==> src/rtl/imdq_pkg.sv <==
// ----------------------------------------------------------------------------
// Indexed min-heap degree queue: package
// Item types, operation and status codes, and controller/datapath interface.
// ----------------------------------------------------------------------------
package imdq_pkg;

   localparam int VERTEX_W = 10;
   localparam int DEGREE_W = 10;
   localparam int COUNT_W  = 11;

   // Operation codes carried by an input item.
   typedef enum logic [1:0] {
      FUNC_LOAD      = 2'd0,
      FUNC_BUILD     = 2'd1,
      FUNC_EXTRACT   = 2'd2,
      FUNC_DECREMENT = 2'd3
   } func_type;

   // Completion status returned with every result item.
   typedef enum logic [2:0] {
      STATUS_OK        = 3'd0,
      STATUS_EMPTY     = 3'd1,
      STATUS_FULL      = 3'd2,
      STATUS_IGNORED   = 3'd3,
      STATUS_SATURATED = 3'd4
   } status_type;

   typedef struct packed {
      logic [1:0]          func;
      logic [VERTEX_W-1:0] vertex;
      logic [DEGREE_W-1:0] degree;
   } req_type;

   typedef struct packed {
      logic [VERTEX_W-1:0] min_vertex;
      logic [DEGREE_W-1:0] min_degree;
      logic [COUNT_W-1:0]  entry_count;
      logic [2:0]          status;
   } rsp_type;

   // One heap slot.
   typedef struct packed {
      logic [VERTEX_W-1:0] vertex;
      logic [DEGREE_W-1:0] degree;
   } slot_type;

   // Controller states.
   typedef enum logic [4:0] {
      ST_CLEAR,
      ST_IDLE,
      ST_DISPATCH,
      ST_EXT_SAVE,
      ST_EXT_TAKE,
      ST_BLD_TAKE,
      ST_BLD_NEXT,
      ST_SD_LEFT,
      ST_SD_RIGHT,
      ST_SD_STEP,
      ST_EXT_PRUNE,
      ST_DEC_MAP,
      ST_DEC_SLOT,
      ST_SU_CHECK,
      ST_SU_STEP,
      ST_ROOT,
      ST_FINISH
   } state_type;

   // Datapath commands, one per cycle.
   typedef enum logic [4:0] {
      OP_NONE,
      OP_CLEAR,
      OP_CAPTURE,
      OP_FAIL,
      OP_LOAD,
      OP_BUILD_INIT,
      OP_EXT_READ_ROOT,
      OP_EXT_SAVE,
      OP_TAKE,
      OP_BUILD_DEC,
      OP_SD_READ_LEFT,
      OP_SD_LEFT,
      OP_SD_STEP,
      OP_PLACE,
      OP_PRUNE,
      OP_DEC_READ_MAP,
      OP_DEC_READ_SLOT,
      OP_DEC_TAKE,
      OP_SU_READ_PARENT,
      OP_SU_STEP,
      OP_READ_ROOT,
      OP_FINISH
   } op_type;

   typedef struct packed {
      op_type     op;
      status_type code;
   } cmd_type;

   typedef struct packed {
      func_type func;
      logic     clear_done;
      logic     vertex_bad;
      logic     full;
      logic     empty;
      logic     single;
      logic     left_ok;
      logic     sd_move;
      logic     hole_zero;
      logic     k_zero;
      logic     map_bad;
      logic     slot_bad;
      logic     degree_zero;
      logic     su_move;
   } flags_type;

endpackage

==> src/rtl/imdq_ctrl.sv <==
// ----------------------------------------------------------------------------
// Indexed min-heap degree queue: controller
// Sequences load, build, extract and decrement through the datapath and
// owns both channel handshakes.
// ----------------------------------------------------------------------------
module imdq_ctrl (
   input  logic                clock,
   input  logic                reset,
   input  logic                req_valid,
   output logic                req_stall,
   output logic                rsp_valid,
   input  logic                rsp_stall,
   input  imdq_pkg::flags_type flags,
   output imdq_pkg::cmd_type   cmd
);

   imdq_pkg::state_type state_ff, state_in;
   logic                rsp_valid_ff, rsp_valid_in;
   logic                out_free;
   logic                sd_exit_extract;

   assign out_free        = !rsp_valid_ff || !rsp_stall;
   assign sd_exit_extract = flags.func == imdq_pkg::FUNC_EXTRACT;

   // Next state.
   always_comb begin
      state_in = state_ff;
      unique case (state_ff)
         imdq_pkg::ST_CLEAR: begin
            if (flags.clear_done) begin
               state_in = imdq_pkg::ST_IDLE;
            end
         end
         imdq_pkg::ST_IDLE: begin
            if (req_valid) begin
               state_in = imdq_pkg::ST_DISPATCH;
            end
         end
         imdq_pkg::ST_DISPATCH: begin
            unique case (flags.func)
               imdq_pkg::FUNC_LOAD: begin
                  state_in = imdq_pkg::ST_ROOT;
               end
               imdq_pkg::FUNC_BUILD: begin
                  if (flags.empty || flags.single) begin
                     state_in = imdq_pkg::ST_ROOT;
                  end else begin
                     state_in = imdq_pkg::ST_BLD_TAKE;
                  end
               end
               imdq_pkg::FUNC_EXTRACT: begin
                  if (flags.empty) begin
                     state_in = imdq_pkg::ST_ROOT;
                  end else begin
                     state_in = imdq_pkg::ST_EXT_SAVE;
                  end
               end
               imdq_pkg::FUNC_DECREMENT: begin
                  if (flags.vertex_bad) begin
                     state_in = imdq_pkg::ST_ROOT;
                  end else begin
                     state_in = imdq_pkg::ST_DEC_MAP;
                  end
               end
               default: begin
                  state_in = imdq_pkg::ST_ROOT;
               end
            endcase
         end
         imdq_pkg::ST_EXT_SAVE: state_in = imdq_pkg::ST_EXT_TAKE;
         imdq_pkg::ST_EXT_TAKE: state_in = imdq_pkg::ST_SD_LEFT;
         imdq_pkg::ST_BLD_TAKE: state_in = imdq_pkg::ST_SD_LEFT;
         imdq_pkg::ST_SD_LEFT: begin
            if (flags.left_ok) begin
               state_in = imdq_pkg::ST_SD_RIGHT;
            end else if (sd_exit_extract) begin
               state_in = imdq_pkg::ST_EXT_PRUNE;
            end else begin
               state_in = imdq_pkg::ST_BLD_NEXT;
            end
         end
         imdq_pkg::ST_SD_RIGHT: state_in = imdq_pkg::ST_SD_STEP;
         imdq_pkg::ST_SD_STEP: begin
            if (flags.sd_move) begin
               state_in = imdq_pkg::ST_SD_LEFT;
            end else if (sd_exit_extract) begin
               state_in = imdq_pkg::ST_EXT_PRUNE;
            end else begin
               state_in = imdq_pkg::ST_BLD_NEXT;
            end
         end
         imdq_pkg::ST_EXT_PRUNE: state_in = imdq_pkg::ST_ROOT;
         imdq_pkg::ST_BLD_NEXT: begin
            if (flags.k_zero) begin
               state_in = imdq_pkg::ST_ROOT;
            end else begin
               state_in = imdq_pkg::ST_BLD_TAKE;
            end
         end
         imdq_pkg::ST_DEC_MAP: begin
            if (flags.map_bad) begin
               state_in = imdq_pkg::ST_ROOT;
            end else begin
               state_in = imdq_pkg::ST_DEC_SLOT;
            end
         end
         imdq_pkg::ST_DEC_SLOT: begin
            if (flags.slot_bad || flags.degree_zero) begin
               state_in = imdq_pkg::ST_ROOT;
            end else begin
               state_in = imdq_pkg::ST_SU_CHECK;
            end
         end
         imdq_pkg::ST_SU_CHECK: begin
            if (flags.hole_zero) begin
               state_in = imdq_pkg::ST_ROOT;
            end else begin
               state_in = imdq_pkg::ST_SU_STEP;
            end
         end
         imdq_pkg::ST_SU_STEP: begin
            if (flags.su_move) begin
               state_in = imdq_pkg::ST_SU_CHECK;
            end else begin
               state_in = imdq_pkg::ST_ROOT;
            end
         end
         imdq_pkg::ST_ROOT: state_in = imdq_pkg::ST_FINISH;
         imdq_pkg::ST_FINISH: begin
            if (out_free) begin
               state_in = imdq_pkg::ST_IDLE;
            end
         end
         default: state_in = imdq_pkg::ST_IDLE;
      endcase
   end

   // Datapath commands.
   always_comb begin
      cmd.op   = imdq_pkg::OP_NONE;
      cmd.code = imdq_pkg::STATUS_OK;
      unique case (state_ff)
         imdq_pkg::ST_CLEAR: cmd.op = imdq_pkg::OP_CLEAR;
         imdq_pkg::ST_IDLE: begin
            if (req_valid) begin
               cmd.op = imdq_pkg::OP_CAPTURE;
            end
         end
         imdq_pkg::ST_DISPATCH: begin
            unique case (flags.func)
               imdq_pkg::FUNC_LOAD: begin
                  if (flags.vertex_bad) begin
                     cmd.op   = imdq_pkg::OP_FAIL;
                     cmd.code = imdq_pkg::STATUS_IGNORED;
                  end else if (flags.full) begin
                     cmd.op   = imdq_pkg::OP_FAIL;
                     cmd.code = imdq_pkg::STATUS_FULL;
                  end else begin
                     cmd.op = imdq_pkg::OP_LOAD;
                  end
               end
               imdq_pkg::FUNC_BUILD: begin
                  if (flags.empty) begin
                     cmd.op   = imdq_pkg::OP_FAIL;
                     cmd.code = imdq_pkg::STATUS_EMPTY;
                  end else if (!flags.single) begin
                     cmd.op = imdq_pkg::OP_BUILD_INIT;
                  end
               end
               imdq_pkg::FUNC_EXTRACT: begin
                  if (flags.empty) begin
                     cmd.op   = imdq_pkg::OP_FAIL;
                     cmd.code = imdq_pkg::STATUS_EMPTY;
                  end else begin
                     cmd.op = imdq_pkg::OP_EXT_READ_ROOT;
                  end
               end
               imdq_pkg::FUNC_DECREMENT: begin
                  if (flags.vertex_bad) begin
                     cmd.op   = imdq_pkg::OP_FAIL;
                     cmd.code = imdq_pkg::STATUS_IGNORED;
                  end else begin
                     cmd.op = imdq_pkg::OP_DEC_READ_MAP;
                  end
               end
               default: begin
               end
            endcase
         end
         imdq_pkg::ST_EXT_SAVE: cmd.op = imdq_pkg::OP_EXT_SAVE;
         imdq_pkg::ST_EXT_TAKE: cmd.op = imdq_pkg::OP_TAKE;
         imdq_pkg::ST_BLD_TAKE: cmd.op = imdq_pkg::OP_TAKE;
         imdq_pkg::ST_SD_LEFT: begin
            if (flags.left_ok) begin
               cmd.op = imdq_pkg::OP_SD_READ_LEFT;
            end else begin
               cmd.op = imdq_pkg::OP_PLACE;
            end
         end
         imdq_pkg::ST_SD_RIGHT: cmd.op = imdq_pkg::OP_SD_LEFT;
         imdq_pkg::ST_SD_STEP: begin
            if (flags.sd_move) begin
               cmd.op = imdq_pkg::OP_SD_STEP;
            end else begin
               cmd.op = imdq_pkg::OP_PLACE;
            end
         end
         imdq_pkg::ST_EXT_PRUNE: cmd.op = imdq_pkg::OP_PRUNE;
         imdq_pkg::ST_BLD_NEXT: begin
            if (!flags.k_zero) begin
               cmd.op = imdq_pkg::OP_BUILD_DEC;
            end
         end
         imdq_pkg::ST_DEC_MAP: begin
            if (flags.map_bad) begin
               cmd.op   = imdq_pkg::OP_FAIL;
               cmd.code = imdq_pkg::STATUS_IGNORED;
            end else begin
               cmd.op = imdq_pkg::OP_DEC_READ_SLOT;
            end
         end
         imdq_pkg::ST_DEC_SLOT: begin
            if (flags.slot_bad) begin
               cmd.op   = imdq_pkg::OP_FAIL;
               cmd.code = imdq_pkg::STATUS_IGNORED;
            end else if (flags.degree_zero) begin
               cmd.op   = imdq_pkg::OP_FAIL;
               cmd.code = imdq_pkg::STATUS_SATURATED;
            end else begin
               cmd.op = imdq_pkg::OP_DEC_TAKE;
            end
         end
         imdq_pkg::ST_SU_CHECK: begin
            if (flags.hole_zero) begin
               cmd.op = imdq_pkg::OP_PLACE;
            end else begin
               cmd.op = imdq_pkg::OP_SU_READ_PARENT;
            end
         end
         imdq_pkg::ST_SU_STEP: begin
            if (flags.su_move) begin
               cmd.op = imdq_pkg::OP_SU_STEP;
            end else begin
               cmd.op = imdq_pkg::OP_PLACE;
            end
         end
         imdq_pkg::ST_ROOT: cmd.op = imdq_pkg::OP_READ_ROOT;
         imdq_pkg::ST_FINISH: begin
            if (out_free) begin
               cmd.op = imdq_pkg::OP_FINISH;
            end
         end
         default: begin
         end
      endcase
   end

   // Result valid: set when a result is loaded, cleared when it is taken.
   always_comb begin
      rsp_valid_in = rsp_valid_ff;
      if (rsp_valid_ff && !rsp_stall) begin
         rsp_valid_in = 1'b0;
      end
      if (state_ff == imdq_pkg::ST_FINISH && out_free) begin
         rsp_valid_in = 1'b1;
      end
   end

   always_ff @(posedge clock) begin
      if (reset) begin
         state_ff     <= imdq_pkg::ST_CLEAR;
         rsp_valid_ff <= 1'b0;
      end else begin
         state_ff     <= state_in;
         rsp_valid_ff <= rsp_valid_in;
      end
   end

   assign req_stall = state_ff != imdq_pkg::ST_IDLE;
   assign rsp_valid = rsp_valid_ff;

endmodule

==> config.mk <==
export PLATFORM = sky130hd
export DESIGN_NAME = imdq_ctrl
export DESIGN_NICKNAME = d
export VERILOG_FILES = /design/src/rtl/imdq_pkg.sv /design/src/rtl/imdq_ctrl.sv
export SDC_FILE = /design/constraint.sdc
export NUM_CORES = 1
export LEC_CHECK = 0
export BUFFER_PORTS_ARGS = -buffer_cell sky130_fd_sc_hd__buf_4
export CORE_ASPECT_RATIO = 0.6
export CORE_MARGIN = 3
export CORE_UTILIZATION = 47
export CTS_CLUSTER_DIAMETER = 100
export DETAILED_ROUTE_END_ITERATION = 16
export PLACE_DENSITY = 0.76
export RECOVER_POWER = 50
export SKIP_CTS_REPAIR_TIMING = 1
export SLEW_MARGIN = 30
export SYNTH_ARGS = -nofsm -noshare
export SYNTH_HDL_FRONTEND = slang
export SYNTH_SLANG_ARGS = --single-unit
==> constraint.sdc <==
create_clock -name clock -period 1.4 [get_ports clock]
set_input_delay 0.14 -clock clock [delete_from_list [all_inputs] [get_ports clock]]
set_output_delay 0.14 -clock clock [all_outputs]
set_load 0.1 [all_outputs]
==> metrics.txt, run 1 <==
outcome aborted with a tool error; failing step global routing (5_1_grt); error msg [ERROR DPL-0038] Utilization greater than 100%, impossible to legalize; Post-synth EDFFs 0; H-Tree Depth 1; syn_area_per_cell 6.94 sq um; Mapped Nets 172; Synth top area share 0.113; DP HPWL 3850 microns; synthesized flop and latch total 6; Die H 42.8 microns; row count 12; yosys warns 0; placed cell area 1710 sq um; post-synthesis sequential area ratio 0.113; Top-Level Pins 29; Max clock buf depth 2; Mapped Area between 1000 and 1500 sq um; Root Buffer clkbuf_8; synth unique cells 57; CTS Buf Count 3; largest net degree at the start of global routing 15; initial core utilization 0.536; Yosys top cell by area dfxtp_1; Post-Synthesis Cells 153; Worst endpoint type primary output; ys async rst share 0; GR repair worst EP cmd[5]; Buffers on Ports 28; Placer Congestion 0.980; most area-consuming cells after synthesis dfxtp_1 11%, a21oi_1 5.7%, nor2_1 4.6%; chip width a little under 70 microns; clock sinks 6; Synth Flop Type dfxtp_1
==> synth_stat cells, types with 3 or more instances <==
library cell,number
a21oi_1,12
a2bb2oi_1,3
a31oi_1,3
and2b_1,3
and3_1,3
buf_2,6
buf_4,4
dfxtp_1,6
inv_1,5
nand2_1,11
nand2b_1,3
nand3_1,5
nand4_1,3
nor2_1,13
nor2b_1,5
nor3_1,6
o21ai_0,7
or2b_1,3
==> logic make-up after synthesis <==
logic type      after synthesis  synth area share
compound gates               53             0.355
buf+inv                      18            0.0989
flops                         6             0.113
mux                           2            0.0200
simple gates                 74             0.413
==> per-stage QoR <==
step,TNS [ps],std cells,worst slack [ps]
after CTS,-5770,255,-671
after detailed placement,-3220,251,-425
after global placement,-2690,251,-308
after floorplan,-3740,153,-616
==> inputs of run 2 (changes only) <==
--- a/config.mk
+++ b/config.mk
@@ -6,12 +6,10 @@
 export NUM_CORES = 1
 export LEC_CHECK = 0
 export BUFFER_PORTS_ARGS = -buffer_cell sky130_fd_sc_hd__buf_4
-export CORE_ASPECT_RATIO = 0.6
-export CORE_MARGIN = 3
-export CORE_UTILIZATION = 47
-export CTS_CLUSTER_DIAMETER = 100
+export CORE_AREA = 3 3 64 66
 export DETAILED_ROUTE_END_ITERATION = 16
-export PLACE_DENSITY = 0.76
+export DIE_AREA = 0 0 67 69
+export PLACE_DENSITY_LB_ADDON = 0.15
 export RECOVER_POWER = 50
 export SKIP_CTS_REPAIR_TIMING = 1
 export SLEW_MARGIN = 30
==> constraint.sdc (replaced) <==
create_clock -name clock -period 1.82 [get_ports clock]
set_input_delay 0.182 -clock clock [delete_from_list [all_inputs] [get_ports clock]]
set_output_delay 0.182 -clock clock [all_outputs]
set_load 0.1 [all_outputs]
==> metrics.txt, run 2 <==
Worst setup EP type output port; DP HPWL 3530 microns (-8.2%); clk_lat worst skew 220 ps; first-pass GRT wire length 7090 microns; yosys warns 0 (unchanged); vias in the first global route 1,384; Clock Skew a little under 4 ps; Root Buffer clkbuf_8; Hold Path Class input port to flip-flop; synth unique cells 57 (unchanged); post-route design area approximately 1800 sq um; Area Overhead vs Synth 67.3%; Max transition margin 0.642; crit path time final roughly 1900 ps; Slowest-stage cell, CP or3_4; Placer Congestion 1.01 (+2.6%); end point of the critical path cmd[3]; Mapped Nets 172 (unchanged); area of the multi-input gates 941 sq um; Mapped Area 1060 sq um (unchanged); Worst Path Required ~1600 ps; Largest register FFs 5; Total Nets Final 229; post-route insts no fill 257; crit path kind flip-flop to output port; Final ANT Viol Nets 0; Synth Flop Type dfxtp_1; Buffers on Ports 28 (unchanged); Post-Synthesis Cells 153 (unchanged); initial core utilization 0.292 (-0.244); synth cell count leaders 13 x nor2_1, 12 x a21oi_1, 11 x nand2_1; Sequential Area between 100 and 150 sq um; core box area about 3600 sq um; antenna violations before repair 0; most flop-heavy register state_ff; Ant. Diodes 0; hold_sp reset; Die H 69 microns (+61%); reg2reg end state_ff[1]; Power, Total ~650 uW; worst reg-to-reg path cell count 6; Post-Route WL 4440 microns; Yosys top cell by area dfxtp_1; outcome finished, violations left; CTS clk-pin slew, worst paths about 40 ps; Global Route Usage Sum 0.194; commonest non-fill, non-tap cell in the layout buf_4; max cap viols 0; layout cell share with drive strength beyond 1 0.445; count of pins over their slew limit 0; worst r2r src state_ff[3]; Worst R2R Setup Slack 230 ps; die area roughly 4600 sq um; CTS Buf Count 3 (unchanged); count leader, synth nor2_1; pin slew with the least headroom to its limit 540 ps; largest net degree at the start of global routing 20; worst hold slack 167 ps; via count about 1,400; first-pass detailed-route iteration total 4; Via density 5.53; commonest non-fill, non-tap cells in the layout 52 x buf_4, 12 x nor2_1, 11 x a21oi_1; worst setup margin -111 ps; drc violations 0; Top-Level Pins 29 (unchanged); chip width 67 microns (-0.56%); Post-synth EDFFs 0 (unchanged); most used cell, CP buf_4; DP Worst Slack -3.48 ps (+421 ps); CP max stage delay 410 ps; P_leak 0.000770 uW; WL per Instance 17.3 microns; row count 22 (+10); Final Hold Violating Endpoints 0; most area-consuming cells after synthesis dfxtp_1 11%, a21oi_1 5.7%, nor2_1 4.6%; worst ir drop on vdd 0.209 mV; Setup-failing EPs final 5; placed cell area 1590 sq um (-6.7%); Worst Setup SP state_ff[0]; critical path arrival 1750 ps; crit-path max FO 7; ys async rst share 0 (unchanged); Initial DRC Count 78; clock sinks 6 (unchanged); Synth top area share 0.113 (unchanged); syn_area_per_cell 6.94 sq um (unchanged); gr ovfl total 0; period utilization 1.06; synthesized flop and latch total 6 (unchanged); fmax 518 MHz; RSZ-0062 raised after global routing true; layout filler cell count just under 400; CTS tree done; Setup crit start kind flip-flop; PD cells ~370 nW/um^2; violated checks negative setup slack; crit path cell chain buf_4, nor2b_1, buf_4, nand3_2, nand3_1, or3_4, buf_12; post-synthesis sequential area ratio 0.113 (unchanged); placed cells 251 (unchanged); H-Tree Depth 1 (unchanged); Max clock buf depth 2 (unchanged)
[run 2: cell counts after synthesis]
Identical to the previous run, type by type.
[run 2: metal layers]
| metal | wire length [microns] | vias to the layer above | track usage |
|---|---|---|---|
| li1 | - | 697 | - |
| met1 | 1910 | 684 | 0.268 |
| met2 | 2280 | 38 | 0.314 |
| met3 | 205 | 2 | 0.0147 |
| met4 | 42 | 0 | 0.0608 |
| met5 | 0 | - | 0 |
[run 2: power by group]
group / internal, uW / total (uW) / switching, uW
clock network: 152 / 218 / 66.9
logic: 129 / 296 / 167
registers: 130 / 135 / 4.92
[run 2: metrics by stage]
step	util	setup TNS, ps
final	0.489	-350
after global routing	0.489	-748
after CTS	0.451	-1150
after detailed placement	0.438	-3.48
after global placement	0.438	0
after floorplan	-	-843
[run 2: final cells by class]
class                      instances  share of cell area
clock buffer                       4              0.0254
inverter                           5              0.0106
multi-input combinational        129               0.530
sequential                         6              0.0775
tap                               48              0.0338
timing repair buffer              65               0.323
[run 2: how the worst min path moves through the flow]
stage | end | cells past startpoint
floorplan | rsp_valid | 1
global placement | rsp_valid | 2
detailed placement | rsp_valid | 2
CTS | rsp_valid | 2
global route | rsp_valid | 2
finish | rsp_valid | 2
[run 2: critical path, delay by kind of cell (launching register included)]
family        cells  cell delay (ps)
buf+inv           3              480
flops             1              330
simple gates      4              700
[run 2: cell families (layout without fill, tap and decap cells)]
logic type | count (synthesis) | after routing | synth area share
DFF | 6 | 6 | 0.113
muxes | 2 | 2 | 0.0200
and+or+nand+nor | 74 | 74 | 0.413
AOI/OAI and AO/OA | 53 | 53 | 0.355
buffers and inverters | 18 | 74 | 0.0989
Power figures use the tool's default switching activity.
